===== src/rtl/core/cats_pkg.sv =====
// shared types, codes and checksum helper functions for the checksum engine
package cats_pkg;

   localparam int LenW  = 21;
   localparam int SumW  = 64;
   localparam int BeatW = 4;
   localparam int IdxW  = 2;

   localparam logic [2:0] AlgCrc32 = 3'd0;
   localparam logic [2:0] AlgCrc64 = 3'd1;
   localparam logic [2:0] AlgFnv32 = 3'd2;
   localparam logic [2:0] AlgFnv64 = 3'd3;
   localparam logic [2:0] AlgNone  = 3'd4;

   localparam logic OpAppend = 1'b0;
   localparam logic OpSearch = 1'b1;

   localparam logic [1:0] StatSumByte = 2'd0;
   localparam logic [1:0] StatSearch  = 2'd1;
   localparam logic [1:0] StatCapErr  = 2'd2;

   localparam logic [IdxW-1:0] RegAlgorithm = 2'd0;
   localparam logic [IdxW-1:0] RegOperation = 2'd1;
   localparam logic [IdxW-1:0] RegCapacity  = 2'd2;

   localparam logic [LenW-1:0] CapReset = 21'd1048584;

   localparam logic [SumW-1:0] PolyCrc32 = 64'h0000_0000_EDB8_8320;
   localparam logic [SumW-1:0] PolyCrc64 = 64'h95AC_9329_AC4B_C9B5;

   typedef struct packed {
      logic              load;
      logic [1:0]        status;
      logic [SumW-1:0]   sum;
      logic [LenW-1:0]   length;
      logic [BeatW-1:0]  beats;
   } cats_group_type;

   function automatic logic [SumW-1:0] init_value(input logic [2:0] alg);
      logic [SumW-1:0] v;
      case (alg)
         AlgCrc32: v = 64'h0000_0000_FFFF_FFFF;
         AlgCrc64: v = 64'hFFFF_FFFF_FFFF_FFFF;
         AlgFnv32: v = 64'h0000_0000_811C_9DC5;
         AlgFnv64: v = 64'hCBF2_9CE4_8422_2325;
         default:  v = '0;
      endcase
      return v;
   endfunction

   function automatic logic [SumW-1:0] crc_byte(input logic [SumW-1:0] s,
                                                input logic [7:0] b,
                                                input logic [SumW-1:0] poly);
      logic [SumW-1:0] v;
      v = s ^ {56'd0, b};
      for (int k = 0; k < 8; k++) begin
         v = v[0] ? ((v >> 1) ^ poly) : (v >> 1);
      end
      return v;
   endfunction

endpackage


===== src/rtl/core/cats_if.sv =====
// handshake channels for input bytes, results and register writes
interface cats_req_if import cats_pkg::*; ();
   logic       valid;
   logic       ready;
   logic [7:0] data_byte;
   logic       last_byte;
   modport source(output valid, data_byte, last_byte, input ready);
   modport sink(input valid, data_byte, last_byte, output ready);
endinterface

interface cats_rsp_if import cats_pkg::*; ();
   logic            valid;
   logic            ready;
   logic [1:0]      status;
   logic [7:0]      out_byte;
   logic [LenW-1:0] length;
   logic            last_out;
   modport source(output valid, status, out_byte, length, last_out, input ready);
   modport sink(input valid, status, out_byte, length, last_out, output ready);
endinterface

interface cats_csr_if import cats_pkg::*; ();
   logic            valid;
   logic            ready;
   logic [IdxW-1:0] wr_index;
   logic [LenW-1:0] wr_data;
   modport source(output valid, wr_index, wr_data, input ready);
   modport sink(input valid, wr_index, wr_data, output ready);
endinterface


===== src/rtl/core/cats_sum_update.sv =====
// one-byte update of the running crc or fnv-1a sum
module cats_sum_update import cats_pkg::*; (
   input  logic [2:0]      alg,
   input  logic [SumW-1:0] sum_cur,
   input  logic [7:0]      data_byte,
   output logic [SumW-1:0] sum_next
);

   logic [SumW-1:0] x64;
   logic [31:0]     x32;
   logic [SumW-1:0] fnv64;
   logic [31:0]     fnv32;

   // fnv primes split into a high power of two plus a small odd part
   assign x64   = sum_cur ^ {56'd0, data_byte};
   assign x32   = x64[31:0];
   assign fnv64 = (x64 << 40) + x64 + (x64 << 1) + (x64 << 4) + (x64 << 5)
                + (x64 << 7) + (x64 << 8);
   assign fnv32 = (x32 << 24) + x32 + (x32 << 1) + (x32 << 4) + (x32 << 7)
                + (x32 << 8);

   always_comb begin
      case (alg)
         AlgCrc32: sum_next = crc_byte({32'd0, sum_cur[31:0]}, data_byte, PolyCrc32);
         AlgCrc64: sum_next = crc_byte(sum_cur, data_byte, PolyCrc64);
         AlgFnv32: sum_next = {32'd0, fnv32};
         AlgFnv64: sum_next = fnv64;
         default:  sum_next = '0;
      endcase
   end

endmodule


===== src/rtl/core/cats_result_out.sv =====
// result register that plays out a trailer group one beat per cycle while rsp_if.ready is high
module cats_result_out import cats_pkg::*; (
   input  logic            clock,
   input  logic            reset,
   input  cats_group_type  group,
   output logic            free,
   cats_rsp_if.source      rsp_if
);

   logic             valid_ff,  valid_in;
   logic [1:0]       status_ff, status_in;
   logic [SumW-1:0]  sum_ff,    sum_in;
   logic [LenW-1:0]  length_ff, length_in;
   logic [BeatW-1:0] left_ff,   left_in;
   logic             final_beat;

   assign final_beat = (left_ff == BeatW'(1));
   assign free       = !valid_ff || (rsp_if.ready && final_beat);

   always_comb begin
      valid_in  = valid_ff;
      status_in = status_ff;
      sum_in    = sum_ff;
      length_in = length_ff;
      left_in   = left_ff;
      if (group.load) begin
         valid_in  = 1'b1;
         status_in = group.status;
         sum_in    = group.sum;
         length_in = group.length;
         left_in   = group.beats;
      end else if (valid_ff && rsp_if.ready) begin
         valid_in = !final_beat;
         sum_in   = sum_ff >> 8;
         left_in  = left_ff - BeatW'(1);
      end
   end

   always_ff @(posedge clock) begin
      if (reset) begin
         valid_ff <= 1'b0;
      end else begin
         valid_ff <= valid_in;
      end
   end

   always_ff @(posedge clock) begin
      status_ff <= status_in;
      sum_ff    <= sum_in;
      length_ff <= length_in;
      left_ff   <= left_in;
   end

   assign rsp_if.valid    = valid_ff;
   assign rsp_if.status   = status_ff;
   assign rsp_if.out_byte = sum_ff[7:0];
   assign rsp_if.length   = length_ff;
   assign rsp_if.last_out = final_beat;

endmodule


===== src/rtl/core/checksum_append_and_trailer_search.sv =====
// top level: byte-stream checksum append and trailer search engine
// Takes one byte per cycle through an input register, where a last byte is held
// until the final beat of the previous trailer is taken, and updates the
// running CRC-32, CRC-64, FNV-1a-32 or FNV-1a-64 sum. In append mode the last
// byte yields a trailer of 4 or 8 checksum beats (least significant byte first,
// each carrying the total length) or one capacity error beat; in search mode it
// yields one beat with the first offset at which the preceding sum matches the
// next 4 or 8 bytes, 0 if none. Trailer beats leave the result register one per
// cycle while the receiver is ready, as later payload bytes keep flowing in.
// Writing algorithm or operation restarts the stream; capacity does not.
module checksum_append_and_trailer_search import cats_pkg::*; #(
   parameter int MAX_BYTES     = 1048576,
   parameter int MAX_SUM_BYTES = 8
) (
   input  logic       clock,
   input  logic       reset,
   cats_req_if.sink   req_if,
   cats_rsp_if.source rsp_if,
   cats_csr_if.sink   csr_if
);

   localparam int CntW  = $clog2(MAX_BYTES + 1);
   localparam int TotW  = (CntW + 1 > LenW) ? CntW + 1 : LenW;
   localparam int HistW = 8 * MAX_SUM_BYTES;
   localparam logic [BeatW-1:0] NarrowLen = BeatW'(4);
   localparam logic [BeatW-1:0] WideLen   = BeatW'(MAX_SUM_BYTES);
   localparam logic [CntW-1:0]  CntMax    = CntW'(MAX_BYTES);

   logic [2:0]       alg_ff;
   logic             op_ff;
   logic [LenW-1:0]  cap_ff;
   logic [SumW-1:0]  sum_ff;
   logic [CntW-1:0]  cnt_ff;
   logic             found_ff;
   logic [LenW-1:0]  offset_ff;
   logic [7:0]       win_ff  [MAX_SUM_BYTES];
   logic [HistW-1:0] hist_ff [MAX_SUM_BYTES];
   logic             in_valid_ff;
   logic [7:0]       in_byte_ff;
   logic             in_last_ff;

   logic             req_fire;
   logic             csr_fire;
   logic             out_free;
   logic             advance;
   logic             wide;
   logic [BeatW-1:0] sum_len;
   logic [SumW-1:0]  sum_next;
   logic [CntW-1:0]  cnt_in;
   logic [7:0]       win_new [MAX_SUM_BYTES];
   logic [31:0]      stored_narrow;
   logic [HistW-1:0] stored_wide;
   logic             cmp_hit;
   logic             hit;
   logic             found_in;
   logic [LenW-1:0]  offset_in;
   logic [TotW-1:0]  total;
   logic [TotW-1:0]  offset_calc;
   logic [TotW-1:0]  cap_ext;
   logic [2:0]       alg_new;
   cats_group_type   group;

   cats_sum_update u_sum (
      .alg       (alg_ff),
      .sum_cur   (sum_ff),
      .data_byte (in_byte_ff),
      .sum_next  (sum_next)
   );

   cats_result_out u_out (
      .clock  (clock),
      .reset  (reset),
      .group  (group),
      .free   (out_free),
      .rsp_if (rsp_if)
   );

   assign csr_if.ready = 1'b1;
   assign csr_fire     = csr_if.valid;
   assign advance      = in_valid_ff && (!in_last_ff || out_free);
   assign req_if.ready = !in_valid_ff || advance;
   assign req_fire     = req_if.valid && req_if.ready;

   assign wide    = (alg_ff == AlgCrc64) || (alg_ff == AlgFnv64);
   assign sum_len = wide ? WideLen : NarrowLen;
   assign cnt_in  = (cnt_ff == CntMax) ? cnt_ff : cnt_ff + CntW'(1);

   always_comb begin
      win_new[0] = in_byte_ff;
      for (int j = 1; j < MAX_SUM_BYTES; j++) begin
         win_new[j] = win_ff[j-1];
      end
      for (int m = 0; m < MAX_SUM_BYTES; m++) begin
         stored_wide[8*m +: 8] = win_new[MAX_SUM_BYTES-1-m];
      end
   end

   assign stored_narrow = {win_new[0], win_new[1], win_new[2], win_new[3]};

   // history entry L-1 after the shift is entry L-2 before it
   assign cmp_hit = wide ? (hist_ff[MAX_SUM_BYTES-2] == stored_wide)
                         : (hist_ff[2][31:0] == stored_narrow);
   assign hit     = (op_ff == OpSearch) && !found_ff
                 && (TotW'(cnt_in) >= TotW'(sum_len)) && cmp_hit;

   assign total       = TotW'(cnt_in) + TotW'(sum_len);
   assign offset_calc = TotW'(cnt_in) - TotW'(sum_len);
   assign cap_ext     = TotW'(cap_ff);
   assign found_in    = found_ff || hit;
   assign offset_in   = found_ff ? offset_ff : offset_calc[LenW-1:0];

   always_comb begin
      group        = '0;
      group.load   = advance && in_last_ff;
      group.beats  = BeatW'(1);
      if (op_ff == OpSearch) begin
         group.status = StatSearch;
         group.length = found_in ? offset_in : '0;
      end else if (cap_ext < total) begin
         group.status = StatCapErr;
      end else begin
         group.status = StatSumByte;
         group.sum    = sum_next;
         group.length = total[LenW-1:0];
         group.beats  = sum_len;
      end
   end

   assign alg_new = (csr_if.wr_index == RegAlgorithm) ? csr_if.wr_data[2:0] : alg_ff;

   // input register
   always_ff @(posedge clock) begin
      if (reset) begin
         in_valid_ff <= 1'b0;
      end else if (req_fire) begin
         in_valid_ff <= 1'b1;
      end else if (advance) begin
         in_valid_ff <= 1'b0;
      end
   end

   always_ff @(posedge clock) begin
      if (req_fire) begin
         in_byte_ff <= req_if.data_byte;
         in_last_ff <= req_if.last_byte;
      end
   end

   // configuration and stream state
   always_ff @(posedge clock) begin
      if (reset) begin
         alg_ff    <= AlgCrc32;
         op_ff     <= OpAppend;
         cap_ff    <= CapReset;
         sum_ff    <= init_value(AlgCrc32);
         cnt_ff    <= '0;
         found_ff  <= 1'b0;
         offset_ff <= '0;
      end else if (csr_fire) begin
         case (csr_if.wr_index)
            RegAlgorithm: begin
               alg_ff    <= csr_if.wr_data[2:0];
               sum_ff    <= init_value(alg_new);
               cnt_ff    <= '0;
               found_ff  <= 1'b0;
               offset_ff <= '0;
            end
            RegOperation: begin
               op_ff     <= csr_if.wr_data[0];
               sum_ff    <= init_value(alg_new);
               cnt_ff    <= '0;
               found_ff  <= 1'b0;
               offset_ff <= '0;
            end
            RegCapacity: begin
               cap_ff <= csr_if.wr_data;
            end
            default: begin
               cap_ff <= cap_ff;
            end
         endcase
      end else if (advance) begin
         if (in_last_ff) begin
            sum_ff    <= init_value(alg_ff);
            cnt_ff    <= '0;
            found_ff  <= 1'b0;
            offset_ff <= '0;
         end else begin
            sum_ff    <= sum_next;
            cnt_ff    <= cnt_in;
            found_ff  <= found_in;
            offset_ff <= offset_in;
         end
      end
   end

   // byte window and delay line of earlier sums
   always_ff @(posedge clock) begin
      if (advance) begin
         hist_ff[0] <= sum_ff[HistW-1:0];
         win_ff[0]  <= in_byte_ff;
         for (int k = 1; k < MAX_SUM_BYTES; k++) begin
            hist_ff[k] <= hist_ff[k-1];
            win_ff[k]  <= win_ff[k-1];
         end
      end
   end

endmodule


===== src/flat_wrapper.sv =====
// flat-port wrapper written by rule: the top's interface ports become plain ports
module checksum_append_and_trailer_search_flat import cats_pkg::*;
#(
   parameter int MAX_BYTES     = 1048576,
   parameter int MAX_SUM_BYTES = 8
)
  (clock, reset, req_if_valid, req_if_data_byte, req_if_last_byte, req_if_ready, rsp_if_valid, rsp_if_status, rsp_if_out_byte, rsp_if_length, rsp_if_last_out, rsp_if_ready, csr_if_valid, csr_if_wr_index, csr_if_wr_data, csr_if_ready);
  cats_req_if req_if_i ();
  cats_rsp_if rsp_if_i ();
  cats_csr_if csr_if_i ();
  input  logic clock;
  input  logic reset;
  input wire logic [$bits(req_if_i.valid)-1:0] req_if_valid;
  input wire logic [$bits(req_if_i.data_byte)-1:0] req_if_data_byte;
  input wire logic [$bits(req_if_i.last_byte)-1:0] req_if_last_byte;
  output wire logic [$bits(req_if_i.ready)-1:0] req_if_ready;
  output wire logic [$bits(rsp_if_i.valid)-1:0] rsp_if_valid;
  output wire logic [$bits(rsp_if_i.status)-1:0] rsp_if_status;
  output wire logic [$bits(rsp_if_i.out_byte)-1:0] rsp_if_out_byte;
  output wire logic [$bits(rsp_if_i.length)-1:0] rsp_if_length;
  output wire logic [$bits(rsp_if_i.last_out)-1:0] rsp_if_last_out;
  input wire logic [$bits(rsp_if_i.ready)-1:0] rsp_if_ready;
  input wire logic [$bits(csr_if_i.valid)-1:0] csr_if_valid;
  input wire logic [$bits(csr_if_i.wr_index)-1:0] csr_if_wr_index;
  input wire logic [$bits(csr_if_i.wr_data)-1:0] csr_if_wr_data;
  output wire logic [$bits(csr_if_i.ready)-1:0] csr_if_ready;
  assign req_if_i.valid = req_if_valid;
  assign req_if_i.data_byte = req_if_data_byte;
  assign req_if_i.last_byte = req_if_last_byte;
  assign req_if_ready = req_if_i.ready;
  assign rsp_if_valid = rsp_if_i.valid;
  assign rsp_if_status = rsp_if_i.status;
  assign rsp_if_out_byte = rsp_if_i.out_byte;
  assign rsp_if_length = rsp_if_i.length;
  assign rsp_if_last_out = rsp_if_i.last_out;
  assign rsp_if_i.ready = rsp_if_ready;
  assign csr_if_i.valid = csr_if_valid;
  assign csr_if_i.wr_index = csr_if_wr_index;
  assign csr_if_i.wr_data = csr_if_wr_data;
  assign csr_if_ready = csr_if_i.ready;
  checksum_append_and_trailer_search #(.MAX_BYTES(MAX_BYTES), .MAX_SUM_BYTES(MAX_SUM_BYTES)) u_core (.clock(clock), .reset(reset), .req_if(req_if_i), .rsp_if(rsp_if_i), .csr_if(csr_if_i));
endmodule

===== config.mk =====
export PLATFORM = sky130hd
export DESIGN_NAME = checksum_append_and_trailer_search_flat
export DESIGN_NICKNAME = d
export VERILOG_FILES = /design/src/rtl/core/cats_pkg.sv /design/src/rtl/core/cats_if.sv /design/src/rtl/core/cats_sum_update.sv /design/src/rtl/core/cats_result_out.sv /design/src/rtl/core/checksum_append_and_trailer_search.sv /design/src/flat_wrapper.sv
export SDC_FILE = /design/constraint.sdc
export NUM_CORES = 2
export LEC_CHECK = 0
export BUFFER_PORTS_ARGS = -buffer_cell sky130_fd_sc_hd__clkbuf_2
export CORE_AREA = 2 2 320 291
export DETAILED_ROUTE_END_ITERATION = 6
export DIE_AREA = 0 0 322 293
export GPL_TIMING_DRIVEN = 0
export PLACE_DENSITY = 0.7
export SYNTH_ARGS = -nofsm -noshare
export SYNTH_HDL_FRONTEND = slang
export SYNTH_HIERARCHICAL = 1
export SYNTH_SLANG_ARGS = --single-unit

===== constraint.sdc =====
create_clock -name clock -period 26.4 [get_ports clock]
set_input_delay 2.64 -clock clock [delete_from_list [all_inputs] [get_ports clock]]
set_output_delay 2.64 -clock clock [all_outputs]
set_load 0.01 [all_outputs]

==> impl_metrics.csv <==
group,metric,value,unit
synthesis,yosys.area_share.simple,8.72,%
finish,drive_above_1_share,9.12,%
floorplanning,pin_count,72,
setup_path,cp_max_fo,13,
timing,tightestPinTransition,1490,ps
setup_path,start_kind,"flop",
floorplanning,die_area,94300,sq um
synthesis,synth_seq_cells,738,
timing,relSlewSlack,-0.785,%
synthesis,async_flop_share,0,%
synthesis,synth_mux_area_share,1.95,%
route,drc,0,
setup_path,worstReg2RegEnd,"u_core/u_out/sum_ff[50]",
synthesis,yosysUniqueCellTypes,99,
setup_path,crit_start,"u_core/in_byte_ff[4]",
clock_network,ctsHoldBuffers,0,
grt,grt-ovfl-total,0,
setup_path,critPathCaptureType,"flop",
clock_network,cts_resized,0,
clock_network,cts_tree,"yes",
clock_network,clkSlewWorstSetupHoldPaths,60,ps
setup_path,required,26760,ps
finish,seq_area,20800,sq um
floorplanning,die_w,322,microns
timing,min_period,9110,ps
route,viasPerCell,5.70,
timing,fmax,110,MHz
run,max-cap-violations,3,
timing,hold_slack,400,ps
timing,finClkSkew,36.8,ps
worst_hold_path,worstHoldPathType,"flop to flop",
synthesis,ys.flop_type,"edfxtp_1",
setup_path,worst-setup-path-type,"flop to flop",
pwr,peakVddDrop,0.0755,mV
clock_network,cts.sinks,738,
floorplanning,die_h,293,microns
synthesis,yosysTopAreaCellShare,40.1,%
route,dr_total_vias,29800,
route,ant_nets,0,
synthesis,synthTopCellsByArea,"edfxtp_1, fa_1, dfxtp_1",
grt,grt_pass1_vias,28900,
worst_hold_path,hold-path-endpoint,"u_core/hist_ff[1][27]",
timing,rsz0062_at_grt,"no",
finish,layout.core_utilization,54.8,%
finish,syn2layout_area_growth,9.91,%
synthesis,yosys_warnings,6,
floorplanning,coreArea,90600,sq um
clock_network,htreeDepth,3,
pwr,power.density,116,nW/um^2
timing,setup_viol,0,
grt,grt_use_total,26.5,%
placement,place_congestion,1.01,
synthesis,synth-edff-count,604,
grt,grt_pass1_wl,185,mm
synthesis,synth_top_area_cell,"edfxtp_1",
synthesis,synth.avg_cell_area,11.8,sq um
route,wl_per_cell,23.7,microns
clock_network,root_buffer,"clkbuf_16",
finish,multi_input_area,21800,sq um
route,drtIter0Drc,3563,
clock_network,clk_latency,640,ps
synthesis,synth_compound_area_share,9.75,%
pwr,p_leak,0.0192,uW
timing,tns,0,ps
outcome,outcome,"finished, violations left",
route,wl,124,mm
outcome,violations,"capacitance limit, slew limit",
finish,final_nets,4530,
worst_hold_path,min_path_cells,0,
grt,grt_antenna_before_repair,3,
floorplanning,initial_core_util,49.9,%
timing,slew_viol_final,17,
timing,finalHoldViolations,0,
setup_path,crit_arrival,9470,ps
setup_path,reg2reg_slack,17290,ps
clock_network,cts_buffers,73,
synthesis,syn-cell-area,45200,sq um
synthesis,synthAdderAreaFrac,19.4,%
route,drt-pass1-iter-count,6,
grt,grt_max_degree,141,
placement,hpwl,95.9,mm
synthesis,synthXorXnorAreaFrac,8.45,%
placement,port_buffers,69,
synthesis,synth_top_family_by_area,"adder cells",
worst_hold_path,hp-start,"u_core/hist_ff[0][27]",
synthesis,synth.net_count,4379,
synthesis,synthCells,3834,
clock_network,post_cts.repair.setup_buffers,0,
timing,finalCritPeriodShare,34.5,%
floorplanning,fp-row-count,105,
clock_network,cts_max_path_buffers,3,
setup_path,worstRegToRegCells,19,
synthesis,yosysSeqAreaShare,46.1,%
finish,final.fill_count,7691,
setup_path,reg2reg_from,"u_core/in_byte_ff[4]",
-- where the power goes --
| group | leakage (uW) | switching, uW | internal [uW] |
|---|---|---|---|
| combinational | 0.0114 | 2100 | 1240 |
| sequential | 0.00669 | 53.8 | 1320 |
| clock | 0.00119 | 450 | 604 |
-- final cells by class --
cell class / count / share of cell area [%]
diodes: 1 / 0.00504
plain buffers: 157 / 1.41
flip-flops and latches: 738 / 41.9
clock inverters: 47 / 1.06
well taps: 1177 / 2.96
inverters: 495 / 3.76
clock buffers: 88 / 3.91
multi-input cells: 2444 / 44.0
repair buffers: 76 / 1.02
-- per-stage QoR --
| step | setup WS (ps) | total power (uW) | cell area [sq um] | cells |
|---|---|---|---|---|
| after floorplan | 13000 | 3750 | 45200 | 3834 |
| after global placement | 9560 | 4620 | 47000 | 5080 |
| after detailed placement | 17540 | 4630 | 47200 | 5087 |
| after CTS | 17490 | 5700 | 49700 | 5222 |
| after global routing | 17120 | 6140 | 49700 | 5222 |
| final | 17290 | 5760 | 49700 | 5223 |
-- worst max-delay path by stage --
stage	depth (start not counted)	end	slack, ps
2_1_floorplan	3	u_core/hist_ff[0][0]	13000
3_3_place_gp	4	u_core/hist_ff[1][13]	9560
3_5_place_dp	19	u_core/u_out/sum_ff[50]	17540
4_1_cts	19	u_core/u_out/sum_ff[50]	17490
5_1_grt	19	u_core/u_out/sum_ff[50]	17120
6_report	19	u_core/u_out/sum_ff[50]	17290
-- metal layers --
| metal | routed length [microns] | up-vias | GRT usage (%) |
|---|---|---|---|
| li1 | - | 13500 | - |
| met1 | 53800 | 14700 | 38.3 |
| met2 | 54000 | 1256 | 39.5 |
| met3 | 11000 | 251 | 5.58 |
| met4 | 4840 | 2 | 9.53 |
| met5 | 9 | - | 0 |
-- state kept, by name (all words and copies together), names as in the netlist --
name	cells
u_core/cap_ff	21
u_core/u_out/rsp_if.status	2
u_core/win_ff	56
u_core/in_byte_ff	8
u_core/op_ff	1
u_core/alg_ff	3
u_core/in_valid_ff	1
u_core/cnt_ff	21
u_core/sum_ff	64
u_core/u_out/rsp_if.length	21
u_core/u_out/sum_ff	64
u_core/u_out/left_ff	4
u_core/hist_ff	448
u_core/offset_ff	21
u_core/found_ff	1
u_core/u_out/rsp_if.valid	1
u_core/in_last_ff	1
-- kinds of logic after synthesis --
kind of cell             Yosys count
multiplexers                      81
other                              2
AND/OR/NAND/NOR                  789
XOR/XNOR                         413
flip-flops                       738
AO/OA/AOI/OAI                    651
adder cells (fa/ha/maj)          508
buffers and inverters            652
-- synth_stat cells (all sizes together) (56+ instances only) --
| cell type | count |
|---|---|
| edfxtp | 604 |
| inv | 495 |
| fa | 321 |
| xnor2 | 295 |
| nor2 | 216 |
| ha | 187 |
| nand2 | 183 |
| a21oi | 165 |
| dfxtp | 134 |
| xor2 | 118 |
| o21ai | 111 |
| clkbuf | 107 |
| and2 | 82 |
| nand3 | 62 |
| mux2 | 58 |
| nor3 | 56 |
-- placed cells by master (no fill, tap or decap), drive strengths merged, types with 111 or more instances in the layout --
cell type  synthesis  final
fa               321    321
dfxtp            134    134
nor2             216    216
nand2            183    183
xor2             118    118
edfxtp           604    604
inv              495    499
a21oi            165    165
ha               187    187
clkbuf           107    264
o21ai            111    111
xnor2            295    295
-- worst max-delay path, cell delays in order, from the launching register on --
cell,delay [ps]
edfxtp_1,530
xnor2_1,1200
clkbuf_1,1030
inv_1,620
fa_1,710
fa_1,450
fa_1,500
ha_1,300
ha_1,370
a21oi_1,180
o22ai_1,170
o21ai_0,420
o211ai_1,230
o31ai_1,510
nand3_1,200
a41oi_1,290
xor2_1,410
o22ai_1,240
and2_1,190
mux2_2,280
No activity file was read; power rests on OpenSTA's default activity.
